$ cat config.mk
export PLATFORM = sky130hd
export DESIGN_NAME = hmtv_norm_unit
export DESIGN_NICKNAME = d
export VERILOG_FILES = /design/src/hw/rtl/hmtv_pkg.sv /design/src/hw/rtl/hmtv_norm_unit.sv
export SDC_FILE = /design/constraint.sdc
export NUM_CORES = 1
export LEC_CHECK = 0
export BUFFER_PORTS_ARGS = -buffer_cell sky130_fd_sc_hd__buf_4
export CORE_MARGIN = 2
export CORE_UTILIZATION = 56
export CTS_CLUSTER_DIAMETER = 120
export DETAILED_ROUTE_END_ITERATION = 6
export HOLD_SLACK_MARGIN = 0.03
export MAX_ROUTING_LAYER = met4
export PLACE_DENSITY_LB_ADDON = 0.05
export SYNTH_ARGS = -nofsm -noshare
export SYNTH_HDL_FRONTEND = slang
export SYNTH_SLANG_ARGS = --single-unit
$ cat constraint.sdc
create_clock -name clk -period 6.5 [get_ports clk]
set_input_delay 1.3 -clock clk [delete_from_list [all_inputs] [get_ports clk]]
set_output_delay 1.3 -clock clk [all_outputs]
set_load 0.02 [all_outputs]
$ cat src/hw/rtl/hmtv_pkg.sv
package hmtv_pkg;

    localparam int CFG_IDX_W = 3;
    localparam int CFG_DATA_W = 16;

    typedef enum logic [CFG_IDX_W-1:0] {
        REG_GRID_SIDE    = 3'd0,
        REG_ROW_SCALE    = 3'd1,
        REG_COLUMN_SCALE = 3'd2,
        REG_HEIGHT_SCALE = 3'd3,
        REG_INV_TEX_SPAN = 3'd4
    } cfg_reg_t;

    localparam logic CMD_SAMPLE = 1'b0;
    localparam logic CMD_FLUSH  = 1'b1;

    typedef struct packed {
        logic       cmd;
        logic [7:0] height;
    } in_item_t;

    typedef struct packed {
        logic [7:0]         grid_col;
        logic [7:0]         grid_row;
        logic [23:0]        pos_x;
        logic [15:0]        pos_y;
        logic [23:0]        pos_z;
        logic [23:0]        tex_u;
        logic [23:0]        tex_v;
        logic signed [15:0] norm_x;
        logic signed [15:0] norm_y;
        logic signed [15:0] norm_z;
        logic               last;
    } out_item_t;

    typedef struct packed {
        logic signed [15:0] norm_x;
        logic signed [15:0] norm_y;
        logic signed [15:0] norm_z;
    } normal_t;

endpackage

$ cat src/hw/rtl/hmtv_norm_unit.sv
module hmtv_norm_unit (
    input  logic                clk,
    input  logic                rst_n,
    input  logic                start,
    input  logic signed [8:0]   dx,
    input  logic signed [8:0]   dy,
    output logic                done,
    output hmtv_pkg::normal_t   normal
);

    typedef enum logic [2:0] {
        N_IDLE,
        N_LEN,
        N_DIV,
        N_SQRT,
        N_FIN,
        N_DONE
    } nstate_t;

    nstate_t             state_reg;
    logic [1:0]          comp_reg;
    logic [4:0]          cnt_reg;
    logic [15:0]         sqx_reg;
    logic [15:0]         sqy_reg;
    logic                negx_reg;
    logic                negy_reg;
    logic [16:0]         len2_reg;
    logic [16:0]         rem_reg;
    logic                lsb_reg;
    logic [30:0]         quo_reg;
    logic [30:0]         q_reg;
    logic [30:0]         res_reg;
    hmtv_pkg::normal_t   normal_reg;

    logic [8:0]          ax;
    logic [8:0]          ay;
    logic [17:0]         rem_sh;
    logic [30:0]         bit_val;
    logic [30:0]         trial;
    logic [16:0]         rnd;
    logic [15:0]         mag;
    logic                neg;
    logic [15:0]         a2_next;

    assign ax = dx[8] ? 9'(-dx) : 9'(dx);
    assign ay = dy[8] ? 9'(-dy) : 9'(dy);
    assign rem_sh = {rem_reg, (cnt_reg == 5'd0) ? lsb_reg : 1'b0};
    assign bit_val = 31'(1) << {cnt_reg[3:0], 1'b0};
    assign trial = res_reg + bit_val;
    assign rnd = 17'(res_reg) + 17'd1;
    assign mag = rnd[16:1];

    always_comb
    begin
        case (comp_reg)
            2'd0: neg = negx_reg;
            2'd1: neg = negy_reg;
            default: neg = 1'b0;
        endcase
        case (comp_reg)
            2'd0: a2_next = sqy_reg;
            default: a2_next = 16'd4;
        endcase
    end

    always_ff @(posedge clk or negedge rst_n)
    begin
        if (!rst_n)
        begin
            state_reg <= N_IDLE;
        end
        else
        begin
            unique case (state_reg)
                N_IDLE, N_DONE:
                begin
                    if (start)
                    begin
                        sqx_reg <= 16'(ax * ax);
                        sqy_reg <= 16'(ay * ay);
                        negx_reg <= dx[8];
                        negy_reg <= dy[8];
                        state_reg <= N_LEN;
                    end
                end
                N_LEN:
                begin
                    len2_reg <= 17'(sqx_reg) + 17'(sqy_reg) + 17'd4;
                    rem_reg <= {2'b00, sqx_reg[15:1]};
                    lsb_reg <= sqx_reg[0];
                    quo_reg <= '0;
                    cnt_reg <= '0;
                    comp_reg <= 2'd0;
                    state_reg <= N_DIV;
                end
                N_DIV:
                begin
                    // one quotient bit per cycle, 31 bits
                    if (rem_sh >= 18'(len2_reg))
                    begin
                        rem_reg <= 17'(rem_sh - 18'(len2_reg));
                        quo_reg <= {quo_reg[29:0], 1'b1};
                    end
                    else
                    begin
                        rem_reg <= rem_sh[16:0];
                        quo_reg <= {quo_reg[29:0], 1'b0};
                    end
                    if (cnt_reg == 5'd30)
                    begin
                        cnt_reg <= 5'd31;
                        state_reg <= N_SQRT;
                    end
                    else
                    begin
                        cnt_reg <= cnt_reg + 5'd1;
                    end
                end
                N_SQRT:
                begin
                    if (cnt_reg == 5'd31)
                    begin
                        q_reg <= quo_reg;
                        res_reg <= '0;
                        cnt_reg <= 5'd15;
                    end
                    else
                    begin
                        if (q_reg >= trial)
                        begin
                            q_reg <= q_reg - trial;
                            res_reg <= (res_reg >> 1) + bit_val;
                        end
                        else
                        begin
                            res_reg <= res_reg >> 1;
                        end
                        if (cnt_reg == 5'd0)
                        begin
                            state_reg <= N_FIN;
                        end
                        else
                        begin
                            cnt_reg <= cnt_reg - 5'd1;
                        end
                    end
                end
                N_FIN:
                begin
                    case (comp_reg)
                        2'd0: normal_reg.norm_x <= neg ? 16'(-mag) : mag;
                        2'd1: normal_reg.norm_y <= neg ? 16'(-mag) : mag;
                        default: normal_reg.norm_z <= mag;
                    endcase
                    rem_reg <= {2'b00, a2_next[15:1]};
                    lsb_reg <= a2_next[0];
                    quo_reg <= '0;
                    cnt_reg <= '0;
                    comp_reg <= comp_reg + 2'd1;
                    state_reg <= (comp_reg == 2'd2) ? N_DONE : N_DIV;
                end
                default:
                begin
                    state_reg <= N_IDLE;
                end
            endcase
        end
    end

    // SQRT entry cycle uses cnt 31 as load marker; iterations then run 15 down to 0,
    // bit 4^cnt. The quotient never exceeds 2^30, so 4^15 is the top bit needed.
    assign done = (state_reg == N_DONE);
    assign normal = normal_reg;

endmodule

-- Word level (Yosys, flattened, before mapping)
Index checks and enable logic that the tools add are counted.
- add/sub/neg operators: 13
- $mul: 2
- divide/modulo/power cells: 0
- order comparisons: 2
- eq/ne operators: 14
- shift-type cells: 1
- mux-type cells: 25
- bitwise operators: 2
- reductions and logical operators: 24
- operators with widths (kind ; number):
    $mux 31 ; 2
    $pmux 31 s2 ; 1
    $pmux 17 s3 ; 1
    $mul 9x9->16 ; 2
    $mux 16 ; 2
    $add 30x31->31 ; 1
    $add 31x31->31 ; 1
    $ge 31x31->1 ; 1
    $shl 1x5->31 const A ; 1
    $sub 31x31->31 ; 1
    $mux 30 ; 1
    $ge 18x17->1 ; 1
    $mux 9 ; 2
    $neg 9->9 ; 2
    $reduce_and 3->1 ; 6
    $add 16x16->17 ; 1
    $add 17x1->17 const B ; 1
    $add 17x3->17 const B ; 1
    $mux 17 ; 1
    $sub 17x17->17 ; 1
    $neg 16->16 ; 1
    $mux 3 ; 5
    $mux 5 ; 3
    $pmux 3 s5 ; 1
    24 further kinds ; 43
- bits in registers: 220
- bits in latches: 0
- RAM bits: 0
- memory bits (read-only): 0
- input bits: 21
- output and inout port bits: 49
- logic and storage cells: 100
- memories: 0

-- Longest topological paths before layout
Gate-level depths: netlist of the first run.
- word-level depth: 5
- gate-level depth with buffers: 29

-- Worst setup path after synthesis of the first run
Ideal clock, no wire load.
- path kind: reg2reg
- start: register cnt_reg[3]
- end: register q_reg[0] (enable)
- arrival time: 6492 ps
- required time: 6077 ps
- slack: -415 ps
- cell stages (with the launch flop): 29
- path buffers: 4
- clock period less this slack: 6915 ps
- cell sequence: edfxtp_1 buf_6 clkbuf_1 nor2_1 nand2_1 inv_1 ha_1 ha_1 nor4bb_1 o2111ai_1 o21a_1 a31oi_1 nor4b_1 o31a_1 a311o_1 nand2_1 xor2_1 ha_1 clkbuf_1 a21oi_1 o21ai_1 nor4_1 o31ai_1 a21oi_1 a211oi_4 or2_1 buf_2 nor2_1 nor2b_1
- longest elaborated chain between the ends: 5
- RTL lines (item ; line ; RTL):
    from (decl) ; hmtv_norm_unit.sv:22 ; logic [4:0] cnt_reg;
    from (signal assigned) ; hmtv_norm_unit.sv:116 ; cnt_reg <= cnt_reg + 5'd1;
    from (signal assigned) ; hmtv_norm_unit.sv:144 ; cnt_reg <= cnt_reg - 5'd1;
    $shl 1x5->31 ; hmtv_norm_unit.sv:48 ; assign bit_val = 31'(1) << {cnt_reg[3:0], 1'b0};
    $add 31x31->31 ; hmtv_norm_unit.sv:49 ; assign trial = res_reg + bit_val;
    $ge 31x31->1 ; hmtv_norm_unit.sv:129 ; if (q_reg >= trial)
    $reduce_bool 2->1 (no line) (*) ; - ;
    $reduce_and 3->1 (no line) (*) ; - ;
    to (signal assigned) ; hmtv_norm_unit.sv:123 ; q_reg <= quo_reg;
    to (signal assigned) ; hmtv_norm_unit.sv:131 ; q_reg <= q_reg - trial;
    to (decl) ; hmtv_norm_unit.sv:31 ; logic [30:0] q_reg;
Every way passes the cells marked *; elsewhere a longest branch is shown, timed or not.
A chain may end at the register's enable or synchronous reset.

-- Final worst setup path of the first run
- start: input dy[1]
- end: register sqy_reg[15] (data pin)
- longest elaborated chain between the ends: 3
- RTL lines (item ; line ; RTL):
    from (decl) ; hmtv_norm_unit.sv:6 ; input logic signed [8:0] dy,
    $neg 9->9 ; hmtv_norm_unit.sv:46 ; assign ay = dy[8] ? 9'(-dy) : 9'(dy);
    $mux 9 (*) ; hmtv_norm_unit.sv:46 ;
    $mul 9x9->16 (*) ; hmtv_norm_unit.sv:80 ; sqy_reg <= 16'(ay * ay);
    to (signal assigned) ; hmtv_norm_unit.sv:80 ;
    to (decl) ; hmtv_norm_unit.sv:24 ; logic [15:0] sqy_reg;
Marks and branches as above.

==> results.tsv, run 1 <==
metric	value	unit
status	finished, final reports clean	
crit path max-delay cell type	fa_1	
CORE AREA	33400	um^2
Setup-failing EPs final	0	
Fmax	0.162	GHz
DRT iter0 DRCs	781	
initial antenna violation count	0	
Global Route Usage Sum	25.2	%
Root Buffer	clkbuf_16	
WS Path Type	input pin to flip-flop	
clock tree buffer depth	3	
most frequent cells in the layout	inv_1, edfxtp_1, ha_1	
peak supply drop	0.358	mV
FF/Latch Area	6530	um^2
routed len/inst	16.4	um
Slowest Stage Delay on Critical Path	0.56	ns
area of the mapped netlist	19000	um^2
maxcap violations	0	
P&R area growth vs syn	13.1	%
Avg Cell Area, Syn	9.51	um^2
grt ovf	0	
Synth async-reset ratio	1.38	%
HP Class	input pin to asynchronous set/reset pin	
Placer Congestion	0.890	
IO buf count	69	
Critical Path RT	6.77	ns
crit-path max FO	3	
most common flop cell mapped by yosys	edfxtp_1	
row cnt	67	
io pins	70	
Worst-path clk slew	0.06	ns
H-tree depth	1	
Worst Max-Slew Pin Slew	0.996	ns
Period Utilization, post-route	95.2	%
clock period minus final worst setup slack	6.19	ns
TritonCTS buffer count	26	
sum of negative setup slack	0	ns
Synth warnings	0	
Worst-Skew Late Latency	0.56	ns
Lkg Pwr	9.00	nW
CP endpoint kind	flip-flop	
Clock Sinks	218	
Vias	14500	
chip height	188	um
Yosys cell types	94	
Fill cells	2785	
Worst Setup Start Kind	input pin	
die area	35300	um^2
path depth of the worst reg2reg path	24	
# diodes	0	
Die Wd	188	um
final wirelength	42500	um
HPWL after DPL	32500	um
hold_buf cts	0	
synthesis-stage register bit count	218	
Multi-input gate area	11400	um^2
vias in the first global route	14600	
total power	9.63	mW
first-pass GRT wire length	71200	um
number of synthesized flops with an enable pin	215	
Power Density	449	nW/um^2
router iterations before antenna repair	6	
Slew Limit Fails	0	
share of layout cells above drive strength 1	12.0	%
Hold Vio Cnt, Final	0	
most common cell after layout, fill and taps aside	inv_1	
relative slew slack	33.6	%
largest net degree at the start of global routing	60	
DRC viols	0	
worst-path cell chain	buf_4 > inv_1 > ha_1 > nand2_1 > or3_1 > nor4b_2 > and2_1 > inv_1 > fa_1 > fa_1 > inv_1 > fa_1 > inv_1 > fa_1 > inv_1 > ha_1 > buf_4 > a21oi_1 > nand2b_1 > a21boi_0 > o31a_1 > o41ai_2 > xnor2_1	
clk_skew	0.0333	ns
CTS tree	done	
post-route ant nets	0	
worst slack, placed	-0.344	ns
Seq/Total Area, Yosys	34.5	%
final worst slack	0.309	ns
cell mode on critical path	inv_1	
starting density of the core	56.7	%
final net count	2390	
critical path arrival	6.46	ns
r2r setup slk	0.33	ns
Synth Instances	1994	
r2r startpoint	cnt_reg[0]	
Via density	5.61	
Largest register FFs	48	
Worst R2R End	res_reg[29]	
==> synth_stat cells, drive strengths merged, types with 20 or more instances <==
library cell  instances  area, um^2
inv                 230         863
xnor2               128        1130
clkbuf               48         180
a211oi               20         168
nand3                33         165
ha                  171        2140
nor2b                51         319
edfxtp              215        6460
a21oi                94         470
nand2               165         619
fa                   74        1480
and2                 26         163
nand2b               21         131
a21o                 27         203
nor3                 34         170
buf                  20         100
o21ai               124         632
xor2                 61         534
nor2                160         601
==> stage by stage <==
stage	hold slack [ns]	instance area (um^2)	instances	utilization, %
after floorplan	0.500	19000	2001	-
after global placement	0.533	20500	2538	61.4
after detailed placement	0.536	20500	2538	61.4
after CTS	0.520	21300	2585	63.8
after global routing	0.526	21400	2591	64.1
final	0.548	21400	2591	64.1
==> layout make-up <==
class                   instances  share of cell area (%)
clock buffers                  30                    3.10
clock inverters                17                   0.718
inverters                     233                    4.08
multi-input cells            1482                    53.3
flip-flops and latches        218                    30.5
well taps                     448                    2.61
repair buffers                163                    5.76
==> critical path, delay by kind of cell <==
family | cells | cell delay (ns)
adders and majority gates | 6 | 2.61
and+or+nand+nor | 5 | 1.09
AOI/OAI and AO/OA | 4 | 0.78
xor gates and xnor gates | 1 | 0.13
buffers and inverters | 7 | 0.55
==> logic make-up (layout without fill, tap and decap cells) <==
logic type | after synthesis | count (layout) | synth area share [%]
xor gates and xnor gates | 189 | 189 | 8.77
muxes | 25 | 25 | 1.38
adders and majority gates | 251 | 251 | 19.4
DFF | 218 | 218 | 34.5
buffers and inverters | 301 | 443 | 6.09
and+or+nand+nor | 587 | 587 | 15.1
AOI/OAI and AO/OA | 421 | 421 | 14.8
other | 2 | 9 | 0.0396
==> power by group <==
part,switching (mW),internal (mW)
clock,0.607,0.815
sequential,0.266,2.27
combinational,3.19,2.47
==> worst max-delay path by stage <==
stage | startpoint | endpoint | cells after the start
after global placement | dy[1] | sqy_reg[14] | 23
after CTS | cnt_reg[0] | res_reg[29] | 24
final | dy[1] | sqy_reg[15] | 23
after global routing | dy[1] | sqy_reg[15] | 23
after detailed placement | dy[1] | sqy_reg[14] | 23
after floorplan | dy[0] | sqy_reg[14] | 22
==> metal layers <==
metal	vias to the layer above	routed length [um]	track usage, %
met3	58	1450	2.75
met5	-	0	-
met2	255	21700	44.5
met1	7001	18600	30.9
met4	0	761	6.21
li1	7216	-	-
==> what timing repair did <==
item	4_1_cts	5_1_grt
setup buffers	0	6
gates resized for setup	0	18
setup endpoints to repair	0	66
No activity file was read; power rests on OpenSTA's default activity.
==> run 2, diff against run 1 <==
Settings changed: PLACE_DENSITY set to 0.8, PLACE_DENSITY_LB_ADDON 0.05 to unset.
==> run 2 against run 1 <==
Against the previous run: worst hold slack lost 0.025 ns; sequential share of layout area hardly changed; fmax up 0.11%; clock skew decreased by 0.013 ns; combinational power grew 2%; via count rose by 3.8%; non-clock buffer count is 5 lower; sequential power is essentially flat; routed wire length rose by 3.7%; largest cell class unchanged.
==> results.tsv, run 2 (synthesis results as in run 1) <==
metric	value	unit	change
initial antenna violation count	0		unchanged
final wirelength	44000	um	+3.7%
Worst-path clk slew	0.06	ns	about the same
r2r startpoint	cnt_reg[0]		
status	finished, final reports clean		
path depth of the worst reg2reg path	26		+8.3%
vias in the first global route	15300		+4.7%
Worst Max-Slew Pin Slew	1.02	ns	+0.0228 ns
HP Start	quo_reg[30]		
# diodes	0		unchanged
Largest register FFs	48		unchanged
router iterations before antenna repair	6		unchanged
Worst-Skew Late Latency	0.55	ns	about the same
routed len/inst	17.0	um	+3.9%
Power Density	460	nW/um^2	+2.5%
CP endpoint kind	flip-flop		
hold_buf cts	0		unchanged
row cnt	67		unchanged
Fin Hold WS	0.523	ns	-0.0247 ns
chip height	188	um	unchanged
final worst slack	0.316	ns	+0.00656 ns
HPWL after DPL	33000	um	+1.5%
starting density of the core	56.7	%	unchanged
total internal power	5.61	mW	+1.0%
DRC viols	0		unchanged
clock network power share	15.3	%	+0.5 points
clk_skew	0.0208	ns	-0.0125 ns
Hold Crit Depth	2		
crit-path max FO	3		unchanged
CTS tree	done		
H-tree depth	1		unchanged
Worst Setup Start Kind	input pin		
switching share of power	43.1	%	+0.83 points
hold path endpoint	q_reg[30]		
grt ovf	0		unchanged
most frequent cells in the layout	inv_1, edfxtp_1, ha_1		
Die Wd	188	um	unchanged
critical path launch point	dy[1]		
Critical Path RT	6.79	ns	+0.02 ns
placed inst area	20500	um^2	about the same
Flop pwr share	25.8	%	-0.6 points
Fmax	0.162	GHz	+0.11%
peak supply drop	0.245	mV	-32%
critical path arrival	6.48	ns	+0.02 ns
Logic pwr share	58.9	%	about the same
Hold Vio Cnt, Final	0		unchanged
share of layout cells above drive strength 1	11.7	%	-0.34 points
WS Path Type	input pin to flip-flop		
maxcap violations	0		unchanged
post-route ant nets	0		unchanged
Non-Filler Instances	2585		-0.23%
Via density	5.83		+4.0%
P&R area growth vs syn	13.1	%	about the same
worst slack, placed	-0.302	ns	+0.0413 ns
Fill cells	2670		-4.1%
Clock Sinks	218		unchanged
TritonCTS buffer count	25		-3.8%
largest net degree at the start of global routing	57		-5.0%
fin area	21400	um^2	about the same
dpl cells	2537		-0.039%
Placer Congestion	0.923		+3.6%
Root Buffer	clkbuf_16		
Global Route Usage Sum	25.7	%	+0.46 points
first-pass GRT wire length	73100	um	+2.7%
r2r setup slk	0.33	ns	about the same
most common cell after layout, fill and taps aside	inv_1		
Lkg Pwr	8.99	nW	-0.11%
Slew Limit Fails	0		unchanged
Vias	15100		+3.8%
DRT iter0 DRCs	1196		+53%
NetSw	4.25	mW	+4.5%
clock tree buffer depth	3		unchanged
HP Class	flip-flop to flip-flop		
Setup-failing EPs final	0		unchanged
relative slew slack	32.1	%	-1.5 points
CORE AREA	33400	um^2	unchanged
io pins	70		unchanged
IO buf count	69		unchanged
final net count	2384		-0.25%
clock period minus final worst setup slack	6.18	ns	-0.00656 ns
die area	35300	um^2	unchanged
Worst R2R End	res_reg[25]		
Period Utilization, post-route	95.1	%	-0.10 points
-- run 2: worst max-delay path by stage --
stage	endpoint	slack [ns]	cells past startpoint
finish	sqy_reg[15]	0.32	23
global route	sqy_reg[15]	-0.02	23
floorplan	sqy_reg[14]	0.01	22
detailed placement	sqy_reg[14]	-0.30	23
CTS	sqy_reg[14]	0.21	22
global placement	sqy_reg[14]	-0.19	23
-- run 2: repair_timing --
item                                    in CTS  in global routing
resized for setup                            0                  9
endpoints found under the hold margin        0                  0
setup buffers                                0                  2
endpoints found under the setup margin       0                 40
-- run 2: power groups by stage --
stage          clock network [mW]  logic, mW  registers, mW
2_1_floorplan                   0       4.33           2.43
3_3_place_gp                    0       5.43           2.55
4_1_cts                      1.51       5.78           2.54
6_report                     1.50       5.81           2.55
5_1_grt                      1.56       6.52           2.58
3_5_place_dp                    0       5.70           2.56
-- run 2: layout make-up --
class                      count  area [um^2]  share of cell area, %
tap                          448          561                   2.62
multi-input combinational   1482        11400                   53.2
clock inverter                18          235                   1.10
sequential                   218         6530                   30.5
inverter                     233          876                   4.09
clock buffer                  28          637                   2.97
timing repair buffer         158         1200                   5.59
-- run 2: worst max-delay path, stage by stage --
cell and delay [ns]:
buf_4 0.11, inv_1 0.09, ha_1 0.17, nand2_1 0.07
or3_1 0.35, nor4b_2 0.30, and2_1 0.20, inv_1 0.06
fa_1 0.54, fa_1 0.56, inv_1 0.06, fa_1 0.53
inv_1 0.05, fa_1 0.52, inv_1 0.04, ha_1 0.30
buf_4 0.14, a21oi_1 0.17, nand2b_1 0.13, a21boi_0 0.10
o31a_1 0.28, o41ai_2 0.29, xnor2_1 0.12
-- run 2: stage by stage --
step                      power, mW  setup TNS (ns)  util [%]
after floorplan                6.77               0         -
after global placement         7.97          -0.606      61.3
after detailed placement       8.26           -1.52      61.3
after CTS                      9.83               0      63.9
after global routing           10.7         -0.0238      64.1
final                          9.86               0      64.1
-- run 2: layer usage --
layer | wire (um) | vias to the layer above | share of wire [%] | track usage (%)
met2 | 22600 | 488 | 51 | 45.9
met4 | 1390 | 0 | 3.2 | 8.87
met5 | 0 | - | 0 | -
met1 | 17800 | 7272 | 40 | 30.0
met3 | 2270 | 97 | 5.2 | 2.64
li1 | - | 7221 | - | -
